==> config.mk <==
export PLATFORM = sky130hd
export DESIGN_NAME = n_queens_backtrack_solver
export DESIGN_NICKNAME = d
export VERILOG_FILES = /design/src/nqbs_pkg.sv /design/src/nqbs_cell.sv /design/src/n_queens_backtrack_solver.sv
export SDC_FILE = /design/constraint.sdc
export NUM_CORES = 1
export LEC_CHECK = 0
export ABC_AREA = 1
export BUFFER_PORTS_ARGS = -buffer_cell sky130_fd_sc_hd__buf_2
export CELL_PAD_IN_SITES_DETAIL_PLACEMENT = 0
export CELL_PAD_IN_SITES_GLOBAL_PLACEMENT = 1
export CORE_MARGIN = 2
export CORE_UTILIZATION = 52
export DETAILED_ROUTE_END_ITERATION = 16
export PLACE_DENSITY = 0.87
export SLEW_MARGIN = 30
export SYNTH_ARGS = -nofsm -noshare
export SYNTH_HDL_FRONTEND = slang
export SYNTH_SLANG_ARGS = --single-unit
==> constraint.sdc <==
create_clock -name clk -period 15.1 [get_ports clk]
set_input_delay 3.02 -clock clk [delete_from_list [all_inputs] [get_ports clk]]
set_output_delay 3.02 -clock clk [all_outputs]
set_load 0.02 [all_outputs]
==> src/nqbs_pkg.sv <==
package nqbs_pkg;

    // Largest board the search handles by default.
    localparam int MAX_N_DEF = 16;

    // Fixed widths of the request and result fields.
    localparam int SIZE_W  = 5;
    localparam int FIELD_W = 4;

    // Shift command shared by every cell of the placement stack.
    typedef struct packed {
        logic push;
        logic pop;
    } nqbs_shift_t;

endpackage

==> src/nqbs_cell.sv <==
module nqbs_cell #(
    parameter int ROW_W = 4
) (
    input  logic                 clk,
    input  logic                 rst_n,
    input  nqbs_pkg::nqbs_shift_t ctl,
    input  logic [ROW_W-1:0]     up_in,
    input  logic [ROW_W-1:0]     down_in,
    output logic [ROW_W-1:0]     row
);
    import nqbs_pkg::*;

    logic [ROW_W-1:0] row_reg;
    logic [ROW_W-1:0] row_next;

    // A push takes the row of the neighbor nearer the top of the stack,
    // a pop takes the row of the neighbor further down.
    always_comb
    begin
        row_next = row_reg;
        if (ctl.push)
        begin
            row_next = up_in;
        end
        else if (ctl.pop)
        begin
            row_next = down_in;
        end
    end

    always_ff @(posedge clk or negedge rst_n)
    begin
        if (!rst_n)
        begin
            row_reg <= '0;
        end
        else
        begin
            row_reg <= row_next;
        end
    end

    assign row = row_reg;

endmodule

==> src/n_queens_backtrack_solver.sv <==
// Flow: the request is taken in ST_IDLE, then a depth-first search in which
// every step tries a column in ST_TRY and then places or backtracks in ST_STEP;
// once ST_TRY sees the board full, ST_ALIGN slides the placement stack to its
// output end, then n results go at one per cycle while res_stall is low, or one
// result when no placement exists. The search length depends on n and sets the
// rate. One request is taken at a time; req_stall is high until the last result
// goes. Reset is asynchronous and active low and returns the block to idle.
module n_queens_backtrack_solver #(
    parameter int MAX_N = nqbs_pkg::MAX_N_DEF
) (
    input  logic                         clk,
    input  logic                         rst_n,
    input  logic                         req_valid,
    output logic                         req_stall,
    input  logic [nqbs_pkg::SIZE_W-1:0]  board_size,
    output logic                         res_valid,
    input  logic                         res_stall,
    output logic [nqbs_pkg::FIELD_W-1:0] column,
    output logic [nqbs_pkg::FIELD_W-1:0] placed_row,
    output logic                         found,
    output logic                         last
);
    import nqbs_pkg::*;

    localparam int ROW_W  = (MAX_N > 1) ? $clog2(MAX_N) : 1;
    localparam int N_W    = $clog2(MAX_N + 1);
    localparam int DIAG_N = 2 * MAX_N - 1;
    localparam int DI_W   = $clog2(2 * MAX_N);

    localparam logic [2:0] ST_IDLE  = 3'd0;
    localparam logic [2:0] ST_TRY   = 3'd1;
    localparam logic [2:0] ST_STEP  = 3'd2;
    localparam logic [2:0] ST_ALIGN = 3'd3;
    localparam logic [2:0] ST_EMIT  = 3'd4;

    logic [2:0]        state_reg, state_next;
    logic [N_W-1:0]    n_reg, n_next;
    logic [N_W-1:0]    col_reg, col_next;
    logic [N_W-1:0]    start_reg, start_next;
    logic [N_W-1:0]    k_reg, k_next;
    logic [N_W-1:0]    align_reg, align_next;
    logic              found_reg, found_next;
    logic              cand_ok_reg, cand_ok_next;
    logic [ROW_W-1:0]  cand_row_reg, cand_row_next;
    logic [MAX_N-1:0]  row_taken_reg, row_taken_next;
    logic [DIAG_N-1:0] diag_reg, diag_next;
    logic [DIAG_N-1:0] anti_reg, anti_next;

    nqbs_shift_t       shift;
    logic [ROW_W-1:0]  push_row;
    logic [ROW_W-1:0]  cell_row [MAX_N];

    logic [N_W-1:0]    n_sat;
    logic [DIAG_N-1:0] diag_view;
    logic [DIAG_N-1:0] anti_view;
    logic [DI_W-1:0]   anti_off;
    logic [MAX_N-1:0]  free_rows;
    logic              cand_ok;
    logic [ROW_W-1:0]  cand_row;

    logic [ROW_W-1:0]  mark_row;
    logic [N_W-1:0]    mark_col;
    logic [DI_W-1:0]   mark_d;
    logic [DI_W-1:0]   mark_a;
    logic [MAX_N-1:0]  row_bit;
    logic [DIAG_N-1:0] diag_bit;
    logic [DIAG_N-1:0] anti_bit;
    logic              is_last;

    // Placement stack: cell 0 holds the row of the most recent column.
    for (genvar i = 0; i < MAX_N; i++)
    begin : g_cell
        logic [ROW_W-1:0] up_row;
        logic [ROW_W-1:0] down_row;
        if (i == 0)
        begin : g_head
            assign up_row = push_row;
        end
        else
        begin : g_body
            assign up_row = cell_row[i-1];
        end
        if (i == MAX_N - 1)
        begin : g_tail
            assign down_row = '0;
        end
        else
        begin : g_inner
            assign down_row = cell_row[i+1];
        end
        nqbs_cell #(
            .ROW_W (ROW_W)
        ) u_cell (
            .clk     (clk),
            .rst_n   (rst_n),
            .ctl     (shift),
            .up_in   (up_row),
            .down_in (down_row),
            .row     (cell_row[i])
        );
    end

    assign n_sat = (32'(board_size) > MAX_N) ? N_W'(MAX_N) : N_W'(board_size);

    // Free rows of the current column, at or above the restart row.
    assign diag_view = diag_reg >> col_reg;
    assign anti_off  = DI_W'(n_reg) - DI_W'(1) - DI_W'(col_reg);
    assign anti_view = anti_reg >> anti_off;

    always_comb
    begin
        for (int r = 0; r < MAX_N; r++)
        begin
            free_rows[r] = !row_taken_reg[r] && !diag_view[r] && !anti_view[r]
                           && (start_reg <= N_W'(r)) && (N_W'(r) < n_reg);
        end
    end

    always_comb
    begin
        cand_row = '0;
        for (int r = MAX_N - 1; r >= 0; r--)
        begin
            if (free_rows[r])
            begin
                cand_row = ROW_W'(r);
            end
        end
    end

    assign cand_ok = |free_rows;

    // The same bit positions serve to place a queen and to lift the top one.
    assign mark_row = cand_ok_reg ? cand_row_reg : cell_row[0];
    assign mark_col = cand_ok_reg ? col_reg : N_W'(col_reg - N_W'(1));
    assign mark_d   = DI_W'(mark_row) + DI_W'(mark_col);
    assign mark_a   = DI_W'(mark_row) + DI_W'(n_reg) - DI_W'(1) - DI_W'(mark_col);
    assign row_bit  = MAX_N'(1) << mark_row;
    assign diag_bit = DIAG_N'(1) << mark_d;
    assign anti_bit = DIAG_N'(1) << mark_a;

    assign is_last = !found_reg || (k_reg == N_W'(n_reg - N_W'(1)));

    always_comb
    begin
        state_next     = state_reg;
        n_next         = n_reg;
        col_next       = col_reg;
        start_next     = start_reg;
        k_next         = k_reg;
        align_next     = align_reg;
        found_next     = found_reg;
        cand_ok_next   = cand_ok_reg;
        cand_row_next  = cand_row_reg;
        row_taken_next = row_taken_reg;
        diag_next      = diag_reg;
        anti_next      = anti_reg;
        shift          = '0;
        push_row       = '0;

        unique case (state_reg)
            ST_IDLE:
            begin
                if (req_valid)
                begin
                    n_next         = n_sat;
                    col_next       = '0;
                    start_next     = '0;
                    k_next         = '0;
                    row_taken_next = '0;
                    diag_next      = '0;
                    anti_next      = '0;
                    if (n_sat == '0)
                    begin
                        found_next = 1'b0;
                        state_next = ST_EMIT;
                    end
                    else
                    begin
                        state_next = ST_TRY;
                    end
                end
            end
            ST_TRY:
            begin
                if (col_reg == n_reg)
                begin
                    found_next = 1'b1;
                    align_next = N_W'(MAX_N) - n_reg;
                    state_next = ST_ALIGN;
                end
                else
                begin
                    cand_ok_next  = cand_ok;
                    cand_row_next = cand_row;
                    state_next    = ST_STEP;
                end
            end
            ST_STEP:
            begin
                if (cand_ok_reg)
                begin
                    row_taken_next = row_taken_reg | row_bit;
                    diag_next      = diag_reg | diag_bit;
                    anti_next      = anti_reg | anti_bit;
                    shift.push     = 1'b1;
                    push_row       = cand_row_reg;
                    col_next       = col_reg + N_W'(1);
                    start_next     = '0;
                    state_next     = ST_TRY;
                end
                else if (col_reg == '0)
                begin
                    found_next = 1'b0;
                    state_next = ST_EMIT;
                end
                else
                begin
                    row_taken_next = row_taken_reg & ~row_bit;
                    diag_next      = diag_reg & ~diag_bit;
                    anti_next      = anti_reg & ~anti_bit;
                    shift.pop      = 1'b1;
                    start_next     = N_W'(cell_row[0]) + N_W'(1);
                    col_next       = col_reg - N_W'(1);
                    state_next     = ST_TRY;
                end
            end
            ST_ALIGN:
            begin
                // Column 0 has to reach the far end of the stack first.
                if (align_reg == '0)
                begin
                    state_next = ST_EMIT;
                end
                else
                begin
                    shift.push = 1'b1;
                    align_next = align_reg - N_W'(1);
                end
            end
            ST_EMIT:
            begin
                if (!res_stall)
                begin
                    if (is_last)
                    begin
                        state_next = ST_IDLE;
                    end
                    else
                    begin
                        shift.push = 1'b1;
                        k_next     = k_reg + N_W'(1);
                    end
                end
            end
            default:
            begin
                state_next = ST_IDLE;
            end
        endcase
    end

    always_ff @(posedge clk or negedge rst_n)
    begin
        if (!rst_n)
        begin
            state_reg   <= ST_IDLE;
            found_reg   <= 1'b0;
            cand_ok_reg <= 1'b0;
        end
        else
        begin
            state_reg   <= state_next;
            found_reg   <= found_next;
            cand_ok_reg <= cand_ok_next;
        end
    end

    always_ff @(posedge clk)
    begin
        n_reg         <= n_next;
        col_reg       <= col_next;
        start_reg     <= start_next;
        k_reg         <= k_next;
        align_reg     <= align_next;
        cand_row_reg  <= cand_row_next;
        row_taken_reg <= row_taken_next;
        diag_reg      <= diag_next;
        anti_reg      <= anti_next;
    end

    assign req_stall  = (state_reg != ST_IDLE);
    assign res_valid  = (state_reg == ST_EMIT);
    assign column     = found_reg ? FIELD_W'(k_reg) : '0;
    assign placed_row = found_reg ? FIELD_W'(cell_row[MAX_N-1]) : '0;
    assign found      = found_reg;
    assign last       = is_last;

endmodule

==> results.py, run 1 <==
metrics = {
    "outcome": {
        "outcome": "finished, final reports clean",
    },
    "detailed_routing": {
        "viasPerCell": 6.05,
        "met1Wirelength_um": 17100,
        "wire_per_inst_um": 18.5,
        "wl_um": 37100,
        "detail-route-antenna-nets": 0,
        "num_vias": 12100,
        "met3WireLength_um": 2420,
        "met2_length_um": 16900,
        "drc": 0,
        "highest_layer": "met4",
        "violation_count_after_the_first_detailed_route_iteration": 1306,
        "dr.pass1.iters": 5,
    },
    "worst_setup_path": {
        "crit_arrival_ns": 2.58,
        "crit_chain": "inv_1 > ha_1 > inv_1 > or2_2 > a22oi_1 > nand4_1 > nand2_2 > buf_2",
        "cp_slowest_stage_delay_ns": 0.56,
        "cpMostUsedCell": "sky130_fd_sc_hd__inv_1",
        "crit_path_start_kind": "register",
        "crit_path_end_kind": "primary output",
        "setup.reg_to_reg.worst_slack_ns": 9.94,
        "worst-path-max-fanout": 8,
        "crit_required_ns": 12.08,
        "worst_path_max_delay_cell": "sky130_fd_sc_hd__edfxtp_1",
        "crit_type": "reg -> out",
    },
    "global_routing": {
        "maximum_number_of_pins_on_one_net_before_global_route_repair": 70,
        "grt_antenna_before_repair": 0,
        "global_route_wire_length_before_repair_um": 60500,
        "first_global_vias": 11200,
        "globalRouteOverflowTotal": 0,
        "grt_use_total_pct": 29.0,
    },
    "clock_tree": {
        "cts.clk_slew.worst_paths_ns": 0.09,
        "cts.path.max_buffers": 2,
        "cts_hold_buffers": 0,
        "post_cts.resized_instances": 0,
        "clock-root-buffer": "sky130_fd_sc_hd__clkbuf_16",
        "numClockSinks": 176,
        "cts_htree_levels": 4,
        "number_of_buffers_added_for_setup_after_cts": 0,
        "cts_made_buffers": 17,
        "tritoncts": "yes",
        "clkLatencyLatePin_ns": 0.45,
    },
    "timing": {
        "fmaxAchievable_ghz": 0.179,
        "slew-limit-headroom_pct": 33.4,
        "least_setup_slack_across_all_paths_after_layout_ns": 9.50,
        "final_period_minus_worst_setup_slack_ns": 5.60,
        "final.period_utilization_pct": 37.1,
        "hold_violations": 0,
        "timing.hold.ws_ns": 0.528,
        "fin_setup_tns_ns": 0,
        "timing.clock.skew_ns": 0.0209,
        "tightestPinTransition_ns": 0.997,
        "maxSlewViolCount": 0,
        "finalSetupViolations": 0,
        "setup_repair_after_global_routing_missed_its_margin": "no",
    },
    "logic_synthesis": {
        "synthCells": 1712,
        "postSynth.topFlopCell": "sky130_fd_sc_hd__edfxtp_1",
        "synth.cell_area_um2": 12800,
        "synth-seq-area-share_pct": 38.5,
        "synth.avg_cell_area_um2": 7.50,
        "synthesis.yosys.warnings": 0,
        "async_reset_ff_share_pct": 39.2,
        "register_bit_count_reported_by_yosys": 176,
        "synth.lib_cells_used.distinct": 57,
        "synth_edf_count": 107,
        "synth_nets": 1750,
    },
    "floorplan": {
        "coreArea_um2": 24200,
        "die_wd_um": 161,
        "die-height_um": 161,
        "initial_utilization_pct": 52.9,
        "dieArea_um2": 26000,
        "top_level_ports": 21,
        "rows": 57,
    },
    "cells_and_area": {
        "antenna_cells": 0,
        "area_growth_syn_to_layout_pct": 5.85,
        "largest_register_ff_count": 64,
        "final_common_cell": "sky130_fd_sc_hd__nand2_1",
        "finish.net_count": 1702,
        "area.sequential_um2": 4940,
        "multi_input_comb_area_um2": 6640,
        "mostFrequentLayoutCells": "sky130_fd_sc_hd__nand2_1 (385), sky130_fd_sc_hd__inv_1 (168), sky130_fd_sc_hd__nand3_1 (160)",
        "layout.filler_cells": 2334,
        "ratio_of_cells_with_drive_above_1_in_the_final_layout_pct": 7.51,
    },
    "placed_design": {
        "dpl_worst_slack_ns": 9.99,
        "place.gp.congestion": 0.936,
        "dp_hpwl_um": 26700,
        "port_buffers": 20,
    },
    "hold_path": {
        "worstHoldPathType": "reg -> reg",
    },
    "job": {
        "max-cap-violations": 0,
    },
}
-- critical path: cells and delay by family (launching register included) --
family,cells,cell delay (ns)
flip-flops,1,0.56
AO/OA/AOI/OAI,1,0.16
buffers and inverters,3,0.48
adder cells (fa/ha/maj),1,0.39
AND/OR/NAND/NOR,3,0.54
-- cell type report --
type / instances / area share [%]
Clock buffer: 17 / 3.13
Multi-Input combinational cell: 1244 / 48.9
Clock inverter: 15 / 1.57
Sequential cell: 176 / 36.4
Inverter: 188 / 5.19
Tap cell: 324 / 2.98
Timing Repair Buffer: 37 / 1.88
-- final timing paths --
kind	end	cells after the start	start
setup / recovery	last	8	n_reg[0]$_DFFE_PP_
hold / removal	g_cell[15].u_cell.row[3]$_DFFE_PN0P_	2	g_cell[15].u_cell.row[3]$_DFFE_PN0P_
setup reg to reg	anti_reg[22]$_SDFFCE_PN0P_	14	cand_ok_reg$_DFFE_PN0P_
hold reg to reg	g_cell[15].u_cell.row[3]$_DFFE_PN0P_	2	g_cell[15].u_cell.row[3]$_DFFE_PN0P_
max in group asynchronous	cand_ok_reg$_DFFE_PN0P_	2	rst_n
min in group asynchronous	g_cell[11].u_cell.row[2]$_DFFE_PN0P_	2	rst_n
-- layer usage --
layer / vias up / global-route usage (%)
li1: 5893 / -
met1: 5741 / 42.6
met2: 436 / 45.6
met3: 45 / 3.65
met4: 0 / 7.47
met5: - / 0
-- synthesized netlist by cell type, drive strengths merged (6+ instances only) --
| cell | count | area (µm²) |
|---|---|---|
| nor2 | 104 | 433 |
| a22oi | 30 | 225 |
| nand3 | 168 | 881 |
| o2111ai | 10 | 87.6 |
| nor3 | 45 | 230 |
| xor2 | 11 | 111 |
| ha | 22 | 275 |
| inv | 185 | 694 |
| o21ai | 160 | 805 |
| nand2 | 395 | 1530 |
| edfxtp | 107 | 3210 |
| o211ai | 13 | 97.6 |
| dfrtp | 69 | 1730 |
| a311oi | 35 | 307 |
| nand4 | 9 | 56.3 |
| mux2i | 6 | 60.1 |
| o22ai | 9 | 56.3 |
| a21oi | 117 | 593 |
| fa | 7 | 140 |
| clkbuf | 33 | 124 |
| nor4 | 28 | 175 |
| a31oi | 23 | 144 |
| buf | 71 | 435 |
| o221ai | 23 | 201 |
| or2 | 8 | 50.1 |
-- through the flow --
step	std cells	cell area, µm²	util [%]
2_1_floorplan	1712	12800	-
3_3_place_gp	1967	12900	53.2
3_5_place_dp	1967	12900	53.2
4_1_cts	1999	13500	55.9
5_1_grt	2001	13600	56.0
6_report	2001	13600	56.0
-- cells by family after synthesis --
group | Yosys count | share of synthesized area (%)
AOI/OAI and AO/OA | 434 | 20.5
DFF | 176 | 38.5
muxes | 6 | 0.468
adders and majority gates | 29 | 3.24
and+or+nand+nor | 762 | 26.4
xor gates and xnor gates | 13 | 1.00
buffers and inverters | 292 | 9.85
Power of run 1 is left out: the tool's default activity adds up to more than one toggle a clock period on the data nets, which glitch-free logic cannot reach.
==> inputs of run 2 (changes only) <==
ABC_AREA = 0   (was 1)
CORE_UTILIZATION = 47   (was 52)
PLACE_DENSITY = 0.78   (was 0.87)
clock period = 5.11 ns   (was 15.1 ns; I/O delays follow)
==> results.py, run 2 <==
metrics = {
    "logic_synthesis": {
        "register_bit_count_reported_by_yosys": 176,
        "synth-seq-area-share_pct": 35.9,
        "ys_top_cells_by_count": "sky130_fd_sc_hd__nand2_1 (130), sky130_fd_sc_hd__nor2_1 (121), sky130_fd_sc_hd__edfxtp_1 (107), sky130_fd_sc_hd__mux2i_1 (106), sky130_fd_sc_hd__dfrtp_1 (69)",
        "largest_cells_by_area_after_synthesis": "sky130_fd_sc_hd__edfxtp_1 (23%), sky130_fd_sc_hd__dfrtp_1 (13%), sky130_fd_sc_hd__mux4_2 (8.4%)",
        "synth_top_area_share_pct": 23.4,
        "synth.cell_area_um2": 13800,
        "synthCells": 1375,
        "post-synth-top-count-cell": "sky130_fd_sc_hd__nand2_1",
        "postSynth.topFlopCell": "sky130_fd_sc_hd__edfxtp_1",
        "synth_nets": 1413,
        "synthesis.yosys.warnings": 0,
        "yosysTopAreaCell": "sky130_fd_sc_hd__edfxtp_1",
        "synth_edf_count": 107,
        "async_reset_ff_share_pct": 39.2,
        "synth.lib_cells_used.distinct": 92,
        "synth.avg_cell_area_um2": 10.0,
    },
    "clock_tree": {
        "number_of_buffers_added_for_setup_after_cts": 0,
        "tritoncts": "yes",
        "clock-root-buffer": "sky130_fd_sc_hd__clkbuf_16",
        "cts_htree_levels": 4,
        "cts_hold_buffers": 0,
        "numClockSinks": 176,
        "cts.path.max_buffers": 2,
        "clkLatencyLatePin_ns": 0.45,
        "post_cts.resized_instances": 0,
        "cts.clk_slew.worst_paths_ns": 0.08,
        "cts_made_buffers": 17,
    },
    "worst_setup_path": {
        "critical_path_depth": 11,
        "critPathCapture": "anti_reg[27]$_SDFFCE_PN0P_",
        "timing.critical_path.from": "col_reg[1]$_SDFFCE_PN0P_",
        "ff2ff_path_depth": 11,
        "crit_chain": "or2_0 > nor3_1 > xnor2_1 > inv_1 > fa_1 > ha_1 > a21oi_1 > xnor3_1 > nand2_1 > or3_1 > a21oi_1",
        "crit_arrival_ns": 4.79,
        "crit_path_start_kind": "register",
        "worst-path-max-fanout": 19,
        "r2r_start": "col_reg[1]$_SDFFCE_PN0P_",
        "regToRegEndpoint": "anti_reg[27]$_SDFFCE_PN0P_",
        "setup.reg_to_reg.worst_slack_ns": 0.63,
        "path_delay_family": "simple AND/OR/NAND/NOR gates",
        "crit_type": "reg -> reg",
        "cpMostUsedCell": "sky130_fd_sc_hd__a21oi_1",
        "crit_required_ns": 5.42,
        "cp.buffers_inverters": 1,
        "cp_slowest_stage_delay_ns": 0.86,
        "crit_path_end_kind": "register",
        "worst_path_max_delay_cell": "sky130_fd_sc_hd__xnor3_1",
    },
    "detailed_routing": {
        "viasPerCell": 6.40,
        "violation_count_after_the_first_detailed_route_iteration": 1277,
        "wl_um": 38400,
        "wire_per_inst_um": 22.0,
        "dr.pass1.iters": 6,
        "num_vias": 11200,
        "drc": 0,
        "detail-route-antenna-nets": 0,
    },
    "timing": {
        "maxSlewViolCount": 0,
        "fin_setup_tns_ns": 0,
        "final_period_minus_worst_setup_slack_ns": 4.48,
        "timing.clock.skew_ns": 0.0148,
        "setup_repair_after_global_routing_missed_its_margin": "no",
        "tightestPinTransition_ns": 0.883,
        "final.period_utilization_pct": 87.8,
        "finalSetupViolations": 0,
        "fmaxAchievable_ghz": 0.223,
        "hold_violations": 0,
        "slew-limit-headroom_pct": 39.6,
    },
    "cells_and_area": {
        "antenna_cells": 0,
        "largest_register_ff_count": 64,
        "finish.net_count": 1384,
        "final_common_cell": "sky130_fd_sc_hd__nand2_1",
        "layout.filler_cells": 2616,
        "mostFrequentLayoutCells": "sky130_fd_sc_hd__nand2_1 (129), sky130_fd_sc_hd__nor2_1 (121), sky130_fd_sc_hd__edfxtp_1 (107)",
        "area_growth_syn_to_layout_pct": 7.19,
        "ratio_of_cells_with_drive_above_1_in_the_final_layout_pct": 15.7,
    },
    "global_routing": {
        "first_global_vias": 10500,
        "grt_use_total_pct": 25.4,
        "grt_antenna_before_repair": 0,
        "globalRouteOverflowTotal": 0,
        "maximum_number_of_pins_on_one_net_before_global_route_repair": 89,
        "global_route_wire_length_before_repair_um": 61100,
    },
    "floorplan": {
        "coreArea_um2": 28800,
        "initial_utilization_pct": 47.8,
        "top_level_ports": 21,
        "die-height_um": 175,
        "dieArea_um2": 30600,
        "die_wd_um": 175,
        "rows": 62,
    },
    "outcome": {
        "outcome": "finished, final reports clean",
    },
    "job": {
        "max-cap-violations": 0,
    },
    "placed_design": {
        "dp_hpwl_um": 27000,
        "place.gp.congestion": 0.979,
        "port_buffers": 20,
    },
    "hold_path": {
        "worstHoldPathType": "in -> async",
    },
}
==> run 2: cell count changes after synthesis, moves of 48 or more <==
cell | previous run | this run
sky130_fd_sc_hd__nor2b_1 | 0 | 63
sky130_fd_sc_hd__inv_1 | 169 | 32
sky130_fd_sc_hd__mux4_2 | 0 | 51
sky130_fd_sc_hd__nand2_1 | 385 | 130
sky130_fd_sc_hd__a221o_1 | 0 | 48
sky130_fd_sc_hd__o21ai_1 | 70 | 0
sky130_fd_sc_hd__mux2i_1 | 6 | 106
sky130_fd_sc_hd__a21oi_1 | 115 | 57
sky130_fd_sc_hd__nand3_1 | 160 | 41
==> run 2: worst min-delay path by stage <==
stage / endpoint / slack (ns) / depth (start not counted)
3_5_place_dp: g_cell[0].u_cell.row[1]$_DFFE_PN0P_ / 0.51 / 2
3_3_place_gp: g_cell[15].u_cell.row[2]$_DFFE_PN0P_ / 0.51 / 2
2_1_floorplan: g_cell[0].u_cell.row[0]$_DFFE_PN0P_ / 0.47 / 2
5_1_grt: state_reg[2]$_DFFE_PN0P_ / 0.43 / 1
4_1_cts: g_cell[0].u_cell.row[1]$_DFFE_PN0P_ / 0.53 / 2
6_report: g_cell[15].u_cell.row[0]$_DFFE_PN0P_ / 0.43 / 1
==> run 2: logic make-up after synthesis <==
kind of cell    synth area share, %
buf+inv                        5.06
flops                          35.9
fa+ha+maj                      3.02
simple gates                   18.3
compound gates                 15.4
xor+xnor                       2.98
mux                            19.3
==> run 2: per-layer routing <==
| layer | track usage, % | wire length (µm) |
|---|---|---|
| met1 | 38.2 | 18000 |
| met3 | 3.63 | 2120 |
| met5 | 0 | 0 |
| met4 | 8.44 | 1120 |
| met2 | 37.7 | 17200 |
==> run 2: stage by stage <==
step           std cells  cell area (µm²)  hold WS, ns  worst slack [ns]  util (%)
6_report            1743            14700        0.429             0.625      51.2
5_1_grt             1743            14700        0.432             0.359      51.2
4_1_cts             1741            14700        0.533             0.641      51.0
3_5_place_dp        1709            14100        0.513             0.658      48.9
3_3_place_gp        1709            14100        0.510             0.648      48.9
2_1_floorplan       1375            13800        0.472             0.200         -
==> run 2: layout make-up <==
class                           count  area [µm²]  area share, %
Clock buffer                       18         429           2.91
Clock inverter                     14         161           1.09
Inverter                           36         135          0.917
Multi-Input combinational cell   1057        8160           55.4
Sequential cell                   176        4940           33.5
Tap cell                          384         480           3.26
Timing Repair Buffer               58         430           2.92
Power of run 2 is left out for the same reason.
==> inputs of run 3 (changes only) <==
CELL_PAD_IN_SITES_DETAIL_PLACEMENT = not set   (was 0)
CELL_PAD_IN_SITES_GLOBAL_PLACEMENT = not set   (was 1)
CORE_UTILIZATION = 50   (was 47)
PLACE_DENSITY = 0.68   (was 0.78)
SKIP_CTS_REPAIR_TIMING = 1   (was not set)
==> results.py, run 3 (synthesis gave the netlist of run 2 again) <==
metrics = {
    "cells_and_area": {
        "final_common_cell": "sky130_fd_sc_hd__nand2_1",
        "antenna_cells": 0,
        "area_growth_syn_to_layout_pct": 7.07,
        "ratio_of_cells_with_drive_above_1_in_the_final_layout_pct": 16.0,
        "largest_register_ff_count": 64,
        "finish.net_count": 1389,
        "mostFrequentLayoutCells": "sky130_fd_sc_hd__nand2_1 (129), sky130_fd_sc_hd__nor2_1 (121), sky130_fd_sc_hd__edfxtp_1 (107)",
    },
    "worst_setup_path": {
        "worst_path_max_delay_cell": "sky130_fd_sc_hd__fa_2",
        "crit_arrival_ns": 4.70,
        "cp.buffers_inverters": 2,
        "crit_path_end_kind": "register",
        "path_delay_family": "adder cells",
        "worst-path-max-fanout": 31,
        "crit_path_start_kind": "register",
        "crit_required_ns": 5.31,
        "crit_type": "reg -> reg",
        "cp_slowest_stage_delay_ns": 1.11,
        "crit_chain": "inv_1 > ha_1 > fa_2 > buf_4 > mux2i_1 > mux4_2 > mux2i_1 > a221oi_1 > o211ai_1 > o311ai_1 > a21oi_1",
        "cpMostUsedCell": "sky130_fd_sc_hd__mux2i_1",
    },
    "global_routing": {
        "maximum_number_of_pins_on_one_net_before_global_route_repair": 87,
        "grt_busiest_layer": "met2",
        "grt_use_total_pct": 27.3,
        "gr-usage-met3_pct": 4.91,
        "grt_use_met2_pct": 40.5,
        "first_global_vias": 10600,
        "global_route_wire_length_before_repair_um": 61200,
        "grt_antenna_before_repair": 1,
        "globalRouteOverflowTotal": 0,
        "groute.layer.met1.usage_pct": 39.8,
    },
    "timing": {
        "fin_setup_tns_ns": 0,
        "final.period_utilization_pct": 88.0,
        "setup_repair_after_global_routing_missed_its_margin": "no",
        "finalSetupViolations": 0,
        "fmaxAchievable_ghz": 0.222,
        "tightestPinTransition_ns": 0.856,
        "maxSlewViolCount": 0,
        "hold_violations": 0,
        "slew-limit-headroom_pct": 42.4,
        "final_period_minus_worst_setup_slack_ns": 4.50,
        "timing.clock.skew_ns": 0.0179,
    },
    "clock_tree": {
        "cts.clk_slew.worst_paths_ns": 0.08,
        "numClockSinks": 176,
        "cts_made_buffers": 17,
        "cts_htree_levels": 4,
        "cts.path.max_buffers": 2,
        "clkLatencyLatePin_ns": 0.46,
        "tritoncts": "yes",
        "clock-root-buffer": "sky130_fd_sc_hd__clkbuf_16",
    },
    "floorplan": {
        "initial_utilization_pct": 51.0,
        "dieArea_um2": 28800,
        "coreArea_um2": 27000,
        "die-height_um": 170,
        "die_wd_um": 170,
        "rows": 60,
        "top_level_ports": 21,
    },
    "placed_design": {
        "port_buffers": 20,
        "dp_hpwl_um": 27100,
        "place.gp.congestion": 0.989,
    },
    "job": {
        "max-cap-violations": 0,
    },
    "detailed_routing": {
        "drc": 0,
        "wire_per_inst_um": 22.7,
        "dr.pass1.iters": 6,
        "num_vias": 11300,
        "viasPerCell": 6.61,
        "wl_um": 38600,
        "violation_count_after_the_first_detailed_route_iteration": 1418,
        "detail-route-antenna-nets": 0,
    },
    "hold_path": {
        "worstHoldPathType": "in -> async",
    },
    "outcome": {
        "outcome": "finished, final reports clean",
    },
}
run 3: cell count changes in the layout (fill, tap and decap cells not counted), sizes merged:
cell      delta
buf          +5
inv          -1
clkinv       +2
clkinvlp     -1
run 3: routing by layer:
layer  wire (µm)  part of all wire (%)
met4        1290                   3.3
met3        2750                   7.1
met5          13                 0.034
met2       17300                    45
met1       17200                    45
run 3: area by class of cell:
cell class / instances / area [µm²]
timing repair buffer: 63 / 474
multi-input combinational: 1057 / 8150
sequential: 176 / 4940
tap: 341 / 427
clock inverter: 14 / 165
clock buffer: 18 / 429
inverter: 36 / 135
fill: 2363 / 12200
run 3: final timing paths:
path / startpoint / to / slack (ns) / cells after the start
setup / recovery: n_reg[1]$_DFFE_PP_ / cand_row_reg[0]$_SDFFCE_PP0P_ / 0.61 / 11
max in group asynchronous: rst_n / g_cell[9].u_cell.row[3]$_DFFE_PN0P_ / 4.05 / 2
min in group clk: g_cell[1].u_cell.row[1]$_DFFE_PN0P_ / g_cell[0].u_cell.row[1]$_DFFE_PN0P_ / 0.53 / 2
setup reg to reg: n_reg[1]$_DFFE_PP_ / cand_row_reg[0]$_SDFFCE_PP0P_ / 0.61 / 11
hold reg to reg: g_cell[1].u_cell.row[1]$_DFFE_PN0P_ / g_cell[0].u_cell.row[1]$_DFFE_PN0P_ / 0.53 / 2
hold / removal: rst_n / state_reg[1]$_DFFE_PN0P_ / 0.51 / 1
run 3: per-stage QoR:
| stage | hold slack (ns) | utilization [%] | instance area, µm² | instances | setup slack [ns] |
|---|---|---|---|---|---|
| global placement | 0.500 | 52.2 | 14100 | 1670 | 0.790 |
| detailed placement | 0.509 | 52.2 | 14100 | 1671 | 0.737 |
| finish | 0.507 | 54.6 | 14700 | 1705 | 0.614 |
| global route | 0.534 | 54.6 | 14700 | 1705 | 0.402 |
| floorplan | 0.472 | - | 13800 | 1375 | 0.200 |
| CTS | 0.530 | 54.4 | 14700 | 1703 | 0.704 |
Power of run 3 is left out for the same reason.
